## src/sv/srfr_pkg.sv

```systemverilog
// Package for the sensor reply frame receiver.
// Holds frame constants, input mode codes and the captured frame struct.
// No dependencies.
package srfr_pkg;

  localparam int ByteW = 8;
  localparam int IdxW  = 4;

  typedef logic [ByteW-1:0] byte_t;
  typedef logic [IdxW-1:0]  idx_t;

  localparam idx_t  FrameLen = 4'd9;
  localparam idx_t  LastIdx  = 4'd8;
  localparam idx_t  SyncIdx  = 4'd1;
  localparam byte_t SyncByte = 8'hFF;
  localparam logic [8:0] TempBias = 9'd40;

  localparam logic ModeByte  = 1'b0;
  localparam logic ModeStart = 1'b1;

  typedef struct packed {
    logic [15:0] conc_raw;
    byte_t       temp_byte;
    byte_t       status;
    byte_t       sum;
    byte_t       rx_checksum;
  } frame_t;

endpackage

```

## src/sv/srfr_capture.sv

```systemverilog
// Byte capture for the sensor reply frame receiver.
// Tracks the byte position, stores bytes 0..7 and flags the closing byte.
// Depends on srfr_pkg.
module srfr_capture (
  input  logic                  clk,
  input  logic                  rst,
  input  logic                  beat,
  input  logic                  mode,
  input  srfr_pkg::byte_t       rx_byte,
  output logic                  done,
  output srfr_pkg::frame_t      frame
);

  srfr_pkg::idx_t  idx;
  srfr_pkg::idx_t  idx_next;
  srfr_pkg::byte_t bytes [8];
  logic            store;
  logic            resync;

  assign store  = beat && (mode == srfr_pkg::ModeByte) && (idx < srfr_pkg::FrameLen);
  assign resync = (idx == srfr_pkg::SyncIdx) && (bytes[0] == srfr_pkg::SyncByte)
                  && (rx_byte == srfr_pkg::SyncByte);
  assign done   = store && (idx == srfr_pkg::LastIdx);

  always_comb begin
    idx_next = idx;
    if (beat && (mode == srfr_pkg::ModeStart)) begin
      idx_next = '0;
    end else if (store) begin
      if (resync) begin
        idx_next = srfr_pkg::SyncIdx;
      end else begin
        idx_next = idx + 4'd1;
      end
    end
  end

  always_ff @(posedge clk) begin
    if (rst) begin
      idx <= srfr_pkg::FrameLen;
    end else begin
      idx <= idx_next;
    end
  end

  always_ff @(posedge clk) begin
    if (store && !idx[3]) begin
      bytes[idx[2:0]] <= rx_byte;
    end
  end

  always_comb begin
    frame.conc_raw    = {bytes[2], bytes[3]};
    frame.temp_byte   = bytes[4];
    frame.status      = bytes[5];
    frame.sum         = ((bytes[1] + bytes[2]) + (bytes[3] + bytes[4]))
                        + ((bytes[5] + bytes[6]) + bytes[7]);
    frame.rx_checksum = rx_byte;
  end

`ifndef SYNTHESIS
  a_idx_range: assert property (@(posedge clk) disable iff (rst)
    idx <= srfr_pkg::FrameLen)
    else $error("byte position out of range");

  a_start: assert property (@(posedge clk) disable iff (rst)
    beat && (mode == srfr_pkg::ModeStart) |=> idx == '0)
    else $error("start beat did not rearm capture");

  a_done_idle: assert property (@(posedge clk) disable iff (rst)
    done |=> idx == srfr_pkg::FrameLen)
    else $error("capture not idle after closing byte");

  a_idle_hold: assert property (@(posedge clk) disable iff (rst)
    beat && (mode == srfr_pkg::ModeByte) && (idx == srfr_pkg::FrameLen)
    |=> idx == srfr_pkg::FrameLen)
    else $error("byte left idle state");
`endif

endmodule

```

## src/sv/srfr_decode.sv

```systemverilog
// Result decode and output register for the sensor reply frame receiver.
// Holds the calibration offset and forms concentration, temperature, checksum.
// Depends on srfr_pkg.
module srfr_decode (
  input  logic                  clk,
  input  logic                  rst,
  input  logic                  cfg_write_en,
  input  logic [15:0]           cfg_write_data,
  input  logic                  done,
  input  srfr_pkg::frame_t      frame,
  input  logic                  out_ready,
  output logic                  out_valid,
  output logic [15:0]           concentration,
  output logic signed [8:0]     temperature,
  output srfr_pkg::byte_t       status_bits,
  output srfr_pkg::byte_t       computed_checksum,
  output srfr_pkg::byte_t       received_checksum
);

  logic [15:0] cal_offset;
  logic        out_valid_next;

  always_comb begin
    out_valid_next = out_valid;
    if (done) begin
      out_valid_next = 1'b1;
    end else if (out_ready) begin
      out_valid_next = 1'b0;
    end
  end

  always_ff @(posedge clk) begin
    if (rst) begin
      cal_offset <= '0;
      out_valid  <= 1'b0;
    end else begin
      out_valid <= out_valid_next;
      if (cfg_write_en) begin
        cal_offset <= cfg_write_data;
      end
    end
  end

  always_ff @(posedge clk) begin
    if (done) begin
      concentration     <= frame.conc_raw - cal_offset;
      temperature       <= signed'({1'b0, frame.temp_byte} - srfr_pkg::TempBias);
      status_bits       <= frame.status;
      computed_checksum <= 8'd0 - frame.sum;
      received_checksum <= frame.rx_checksum;
    end
  end

endmodule

```

## src/sv/sensor_response_frame_receiver.sv

```systemverilog
// Sensor reply frame receiver: one received byte or start command per beat.
// Throughput: one input beat per cycle; input stalls only while a result waits.
// The result is registered: out_valid rises in the cycle after the closing byte is accepted.
// Reset: capture idle (bytes ignored until a start beat), offset 0, no result.
// Depends on srfr_pkg, srfr_capture and srfr_decode.
module sensor_response_frame_receiver (
  input  logic                  clk,
  input  logic                  rst,
  input  logic                  cfg_write_en,
  input  logic [15:0]           cfg_write_data,
  input  logic                  in_valid,
  output logic                  in_ready,
  input  logic                  mode,
  input  logic [7:0]            rx_byte,
  output logic                  out_valid,
  input  logic                  out_ready,
  output logic [15:0]           concentration,
  output logic signed [8:0]     temperature,
  output logic [7:0]            status_bits,
  output logic [7:0]            computed_checksum,
  output logic [7:0]            received_checksum
);

  logic             beat;
  logic             done;
  srfr_pkg::frame_t frame;

  assign in_ready = !out_valid || out_ready;
  assign beat     = in_valid && in_ready;

  srfr_capture u_capture (
    .clk     (clk),
    .rst     (rst),
    .beat    (beat),
    .mode    (mode),
    .rx_byte (rx_byte),
    .done    (done),
    .frame   (frame)
  );

  srfr_decode u_decode (
    .clk               (clk),
    .rst               (rst),
    .cfg_write_en      (cfg_write_en),
    .cfg_write_data    (cfg_write_data),
    .done              (done),
    .frame             (frame),
    .out_ready         (out_ready),
    .out_valid         (out_valid),
    .concentration     (concentration),
    .temperature       (temperature),
    .status_bits       (status_bits),
    .computed_checksum (computed_checksum),
    .received_checksum (received_checksum)
  );

endmodule

```

## config.mk

```make
export PLATFORM = sky130hd
export DESIGN_NAME = sensor_response_frame_receiver
export DESIGN_NICKNAME = d
export VERILOG_FILES = /design/src/sv/srfr_pkg.sv /design/src/sv/srfr_capture.sv /design/src/sv/srfr_decode.sv /design/src/sv/sensor_response_frame_receiver.sv
export SDC_FILE = /design/constraint.sdc
export NUM_CORES = 1
export LEC_CHECK = 0
export BUFFER_PORTS_ARGS = -buffer_cell sky130_fd_sc_hd__buf_2
export CAP_MARGIN = 0
export CORE_ASPECT_RATIO = 0.8
export CORE_MARGIN = 1.5
export CORE_UTILIZATION = 58
export CTS_CLUSTER_DIAMETER = 100
export CTS_CLUSTER_SIZE = 10
export DETAILED_ROUTE_END_ITERATION = 8
export GPL_TIMING_DRIVEN = 0
export PLACE_DENSITY = 0.8
export SYNTH_ARGS = -nofsm -noshare
export SYNTH_HDL_FRONTEND = slang
export SYNTH_SLANG_ARGS = --single-unit
export TNS_END_PERCENT = 5
```

## constraint.sdc

```tcl
create_clock -name clk -period 4.2 [get_ports clk]
set_clock_uncertainty 0.05 [all_clocks]
set_input_delay 0.21 -clock clk [delete_from_list [all_inputs] [get_ports clk]]
set_output_delay 0.21 -clock clk [all_outputs]
set_load 0.005 [all_outputs]
```

==> results of run 1 <==
per-stage QoR:
step	util	std cells	TNS (ps)	hold WS [ps]	power (mW)
3_5_place_dp	0.652	707	0	390	1.69
4_1_cts	0.717	749	0	2.78	3.23
5_1_grt	0.718	750	-9.49	13.6	3.31
6_report	0.718	750	0	9.24	3.21
3_3_place_gp	0.649	706	-452	387	1.68
2_1_floorplan	-	484	0	259	1.62
state kept, by name (all words and copies together) (netlist names):
name	cells
u_capture.bytes	64
u_capture.idx	4
u_decode.cal_offset	16
u_decode.computed_checksum	8
u_decode.concentration	16
u_decode.out_valid	1
u_decode.received_checksum	8
u_decode.status_bits	8
u_decode.temperature	9
cell families after synthesis:
family / share of synthesized area
compound gates: 0.0618
xor+xnor: 0.0418
fa+ha+maj: 0.167
buf+inv: 0.0580
flops: 0.587
mux: 0.0277
simple gates: 0.0566
worst reg2reg max path, cell delays in order, from the launching register on:
cell,delay (ps)
edfxtp_1,380
inv_1,80
fa_1,570
fa_1,450
fa_1,540
inv_1,50
fa_1,600
inv_1,70
ha_1,290
a21o_1,170
a21oi_2,180
o21bai_1,90
a21oi_1,170
xnor2_1,80
cell usage after synthesis, types with 2 or more instances:
| master | instances | share of area |
|---|---|---|
| nor2_1 | 37 | 0.021 |
| nor2b_1 | 4 | 0.0039 |
| nand4_1 | 3 | 0.0029 |
| fa_1 | 33 | 0.10 |
| a21o_1 | 3 | 0.0035 |
| o21a_2 | 2 | 0.0027 |
| xor2_1 | 6 | 0.0081 |
| nand2_1 | 11 | 0.0064 |
| mux2i_1 | 18 | 0.028 |
| edfxtp_1 | 113 | 0.52 |
| nand2b_1 | 6 | 0.0058 |
| o21bai_1 | 3 | 0.0035 |
| xnor2_1 | 25 | 0.034 |
| nor3_1 | 7 | 0.0054 |
| clkbuf_1 | 4 | 0.0023 |
| ha_1 | 34 | 0.065 |
| inv_1 | 93 | 0.054 |
| dfxtp_1 | 21 | 0.065 |
| o21ai_1 | 4 | 0.0031 |
| o21a_1 | 5 | 0.0058 |
| nand3_1 | 2 | 0.0015 |
| o21ai_0 | 8 | 0.0062 |
| nand3b_1 | 3 | 0.0035 |
| a21oi_1 | 19 | 0.015 |
| a21boi_1 | 2 | 0.0023 |
metal layers:
layer,GRT usage,part of all wire,vias up
met1,0.299,0.42,1912
met4,0.0724,0.015,0
met3,0.0734,0.057,20
met2,0.372,0.50,122
met5,0,0,-
li1,-,-,1855
path summary, 6_finish.rpt:
| kind | slack (ps) | cells past startpoint | to | startpoint |
|---|---|---|---|---|
| max reg2reg | 170 | 13 | u_decode.computed_checksum[7] | u_capture.bytes[5][3] |
| min reg2reg | 400 | 0 | u_decode.status_bits[1] | u_capture.bytes[5][1] |
| min | 9 | 3 | u_decode.cal_offset[2] | cfg_write_data[2] |
| max | 170 | 13 | u_decode.computed_checksum[7] | u_capture.bytes[5][3] |
cell type report:
| class | count | area, µm² | share of cell area |
|---|---|---|---|
| repair buffers | 90 | 515 | 0.0659 |
| plain buffers | 6 | 23.8 | 0.00304 |
| clock buffers | 19 | 433 | 0.0554 |
| well taps | 144 | 180 | 0.0230 |
| multi-input cells | 250 | 2320 | 0.297 |
| flip-flops and latches | 134 | 3810 | 0.488 |
| clock inverters | 13 | 181 | 0.0232 |
| inverters | 94 | 353 | 0.0451 |
layout by cell type, fill, tap and decap left out, types with 3 or more instances in the layout:
cell type and count:
edfxtp_1 113, inv_1 92, buf_2 80, nor2_1 36, ha_1 34, fa_1 33
xnor2_1 25, dfxtp_1 21, a21oi_1 18, mux2i_1 18, clkbuf_16 17, nand2_1 11
dlygate4sd3_1 10, o21ai_0 8, nor3_1 7, clkbuf_1 6, nand2b_1 6, xor2_1 6
o21a_1 5, nor2b_1 4, o21ai_1 4, bufinv_16 4, nand3b_1 3, a21o_1 3
o21bai_1 3, nand4_1 3, clkinvlp_4 3, clkinv_4 3
what timing repair did:
action	CTS	global route
endpoints found under the setup margin	0	1
hold buffers	10	0
endpoints found under the hold margin	10	0
gates resized for setup	0	2
power by group:
group	switching, mW	internal (mW)
Clock	0.548	0.989
Sequential	0.0118	1.47
Combinational	0.109	0.0825
Total	0.669	2.54
==> impl_metrics.tcl, run 1 <==
set metrics [dict create \
    drt_first_pass_iters 4 \
    maxCapViolCount 0 \
    antenna_found_initial 0 \
    cts_buffers 17 \
    fp.dieH_um 97.7 \
    layout_setup_ws_ps 166 \
    max_slew_margin 0.225 \
    seq_area_frac_synth 0.587 \
    worstSetupEndpointType "flop" \
    grt_pass1_vias 4032 \
    core_area_um2 10900 \
    peakVddDrop_v 0.000321 \
    cp.required_ps 4310 \
    wire_per_inst_um 16.7 \
    final.min_clock_period_ps 4030 \
    ys_ff_latch 134 \
    path_common_cell "fa_1" \
    cts-root-buf "clkbuf_16" \
    dp_hpwl_um 8830 \
    num_vias 3909 \
    synth_warnings 0 \
    path_clk_slew_ps 60 \
    grt_pass1_wl_um 19900 \
    critical_path_class "reg -> reg" \
    slowest_stage "fa_1" \
    syn2layout_area_growth_pct 20.3 \
    worstMarginPinSlew_ps 1150 \
    die_area_um2 11900 \
    synth_nets 581 \
    p_leak_nw 3.22 \
    setup_viol 0 \
    synth_ff_type "edfxtp_1" \
    min_path_type "in -> reg" \
    diodes 0 \
    grt_start_max_net_pins 33 \
    power.density_nw_per_um2 410 \
    synth-edff-count 113 \
    max_freq_mhz 248 \
    initial_core_util 0.597 \
    clk-insertion-delay-late_ps 420 \
    postCtsSetupBuffers 0 \
    syn_avg_cell_area_um2 13.4 \
    synth_cells 484 \
    wirelength_um 12600 \
    grt_overflow 0 \
    htree_levels 4 \
    ant_nets 0 \
    critPathMaxFanout 2 \
    fin_nets 690 \
    outcome "finished, final reports clean" \
    clock_path_buffers 2 \
    std_cell_rows 34 \
    placed_cell_area_um2 7100 \
    ys_types 43 \
    fin_crit_sh 0.960 \
    fillers 735 \
    port-buffer-count 78 \
    grt_use_total 0.231 \
    drive_above_1_share 0.198 \
    arrival_ps 4140 \
    drc_errors 0 \
    cpPeakStageDelay_ps 600 \
    async_reset_ff_frac 0 \
    pin_count 81 \
    numClockSinks 134 \
    hold_violations 0 \
    drt_iter0_markers 267 \
    fin_area_um2 7820 \
    critical-path-top-delay-family "adder cells" \
    critPathLaunchType "flop" \
    slew_violations 0 \
    dieWidth_um 121 \
    cts_tree "done" \
    cp_num_buf_inv 3 \
    place.gp.congestion 0.889 \
    place_ws_ps 130 \
    syn_area_um2 6500 \
    routed_via_density 5.21 \
    worstPathCellList "inv_1 > fa_1 > fa_1 > fa_1 > inv_1 > fa_1 > inv_1 > ha_1 > a21o_1 > a21oi_2 > o21bai_1 > a21oi_1 > xnor2_1" \
]
Power figures use the tool's default switching activity.
==> run 2, diff against run 1 <==
Settings changed: REMOVE_ABC_BUFFERS set to 1.
==> run 2 against run 1 <==
Utilization grew 0.30 points. Sequential share of layout area is 0.20 points lower. Via count increased by 0.74%. Register-to-register slack better by 110 ps. Cell area grew 0.42%. Die area did not move. Wire length grew 0.64%. Final cell count down 0.13%. Highest routed layer unchanged. First-iteration DRC count grew 5.6%. Global-route usage hardly changed. Clock-buffer cell count decreased by 2. Sequential cell count unchanged.
==> impl_metrics.tcl, run 2 (synthesized netlist as in run 1, its figures left out) <==
set metrics [dict create \
    max_slew_margin 0.170 \
    fin_nets 689 \
    ant_nets 0 \
    grt_use_total 0.230 \
    arrival_ps 4040 \
    place.gp.congestion 0.878 \
    fp.dieH_um 97.7 \
    die_area_um2 11900 \
    fin_area_um2 7850 \
    clock_path_buffers 2 \
    fin_crit_sh 0.934 \
    drive_above_1_share 0.207 \
    cts_tree "done" \
    dr.max_layer_used "met4" \
    numClockSinks 134 \
    drt-met1-wl_um 5230 \
    switching_share 0.215 \
    drt_first_pass_iters 5 \
    min_path_type "in -> reg" \
    critPathLaunchType "flop" \
    pin_count 81 \
    critical_path_class "reg -> reg" \
    wire_per_inst_um 16.9 \
    p_clk_frac 0.484 \
    r2r-end "u_decode.computed_checksum[7]" \
    final_common_cell "edfxtp_1" \
    initial_core_util 0.597 \
    cp.required_ps 4310 \
    htree_levels 4 \
    crit_end "u_decode.computed_checksum[7]" \
    pwr-share-comb 0.060 \
    final.min_clock_period_ps 3920 \
    max_freq_mhz 255 \
    slowest_stage "fa_1" \
    wirelength_um 12600 \
    worstPathCellList "inv_1 > fa_1 > fa_1 > fa_1 > inv_1 > fa_1 > inv_1 > ha_1 > a21o_1 > a21oi_2 > o21bai_1 > a21oi_1 > xnor2_1" \
    grt_overflow 0 \
    tns_ps 0 \
    grt_start_max_net_pins 30 \
    cts_buffers 17 \
    dp_hpwl_um 8950 \
    setup_viol 0 \
    fillers 715 \
    core_area_um2 10900 \
    clk-insertion-delay-late_ps 430 \
    layout_common_cells "edfxtp_1, inv_1, buf_2" \
    outcome "finished, final reports clean" \
    num_vias 3938 \
    p_int_mw 2.55 \
    sequentialPowerShare 0.456 \
    dp_cells 703 \
    placed_cell_area_um2 7080 \
    peakVddDrop_v 0.000368 \
    grt_pass1_wl_um 19900 \
    path_clk_slew_ps 60 \
    r2r_cells 13 \
    rsz0062_at_grt "false" \
    cpPeakStageDelay_ps 580 \
    critPathMaxFanout 2 \
    hold_depth 3 \
    worstMarginPinSlew_ps 1240 \
    wl_met3_um 703 \
    slew_violations 0 \
    maxCapViolCount 0 \
    routed_via_density 5.26 \
    worstSetupEndpointType "flop" \
    dieWidth_um 121 \
    drt_iter0_markers 282 \
    port-buffer-count 80 \
    p_leak_nw 3.24 \
    cts-root-buf "clkbuf_16" \
    worstSetupStartpoint "u_capture.bytes[5][3]" \
    largest_reg_flops 64 \
    r2r-start "u_capture.bytes[5][3]" \
    hold_violations 0 \
    hold_ws_ps 2.61 \
    wl_met2_um 6460 \
    power.density_nw_per_um2 413 \
    antenna_found_initial 0 \
    drc_errors 0 \
    path_common_cell "fa_1" \
    finalNonFillerCells 749 \
    final_core_util 0.721 \
    grt_pass1_vias 4081 \
    diodes 0 \
    r2r_setup_slack_ps 280 \
    std_cell_rows 34 \
    p_sw_mw 0.697 \
    syn2layout_area_growth_pct 20.8 \
]
## run 2: changes by cell type in the layout (fill, tap and decap cells not counted)
cell | previous run | this run
clkbuf_1 | 6 | 0
dlygate4sd3_1 | 10 | 13
clkinv_1 | 2 | 0
clkinv_2 | 1 | 3
inv_6 | 0 | 2
buf_1 | 1 | 0
buf_4 | 0 | 1
clkinv_4 | 3 | 4
clkinvlp_4 | 3 | 2
## run 2: worst max-delay path, delay by kind of cell, from the launching register on
| kind | cells | cell delay [ps] |
|---|---|---|
| adder cells (fa/ha/maj) | 5 | 2390 |
| AO/OA/AOI/OAI | 4 | 590 |
| XOR/XNOR | 1 | 80 |
| buffers and inverters | 3 | 190 |
| flip-flops | 1 | 350 |
## run 2: worst min path at each step
| stage | endpoint | start | slack (ps) |
|---|---|---|---|
| final | u_decode.cal_offset[12] | cfg_write_data[12] | 3 |
| after floorplan | u_decode.out_valid | rst | 230 |
| after CTS | u_decode.cal_offset[12] | cfg_write_data[12] | 0.8 |
| after global routing | u_decode.cal_offset[12] | cfg_write_data[12] | 20 |
| after global placement | u_decode.status_bits[0] | u_capture.bytes[5][0] | 380 |
| after detailed placement | u_decode.status_bits[0] | u_capture.bytes[5][0] | 390 |
## run 2: layer usage
layer | GRT usage | vias up
li1 | - | 1850
met1 | 0.291 | 1919
met5 | 0 | -
met2 | 0.387 | 145
met4 | 0.0932 | 0
met3 | 0.0505 | 24
## run 2: timing repair
| action | 4_1_cts | 5_1_grt |
|---|---|---|
| hold buffers | 13 | 0 |
| setup endpoints to repair | 0 | 1 |
| hold endpoints to repair | 13 | 0 |
| buffers inserted | 0 | 1 |
| gates resized for setup | 0 | 2 |
## run 2: power groups by stage
stage	Clock, mW	Combinational (mW)	Sequential (mW)
after floorplan	0	0.111	1.51
after global placement	0	0.170	1.51
after detailed placement	0	0.183	1.51
after CTS	1.58	0.195	1.48
after global routing	1.63	0.216	1.48
final	1.57	0.195	1.48
## run 2: area by class of cell
class	count	area, µm²	share of cell area
Sequential cell	134	3810	0.486
Multi-Input combinational cell	250	2320	0.295
Clock buffer	17	425	0.0542
Timing Repair Buffer	95	558	0.0711
Inverter	94	353	0.0449
Clock inverter	15	203	0.0258
Tap cell	144	180	0.0229
## run 2: stage by stage
step,total power [mW],worst slack [ps]
detailed placement,1.69,109
global placement,1.68,-12.7
CTS,3.25,96.4
global route,3.33,64.7
floorplan,1.62,360
finish,3.24,278
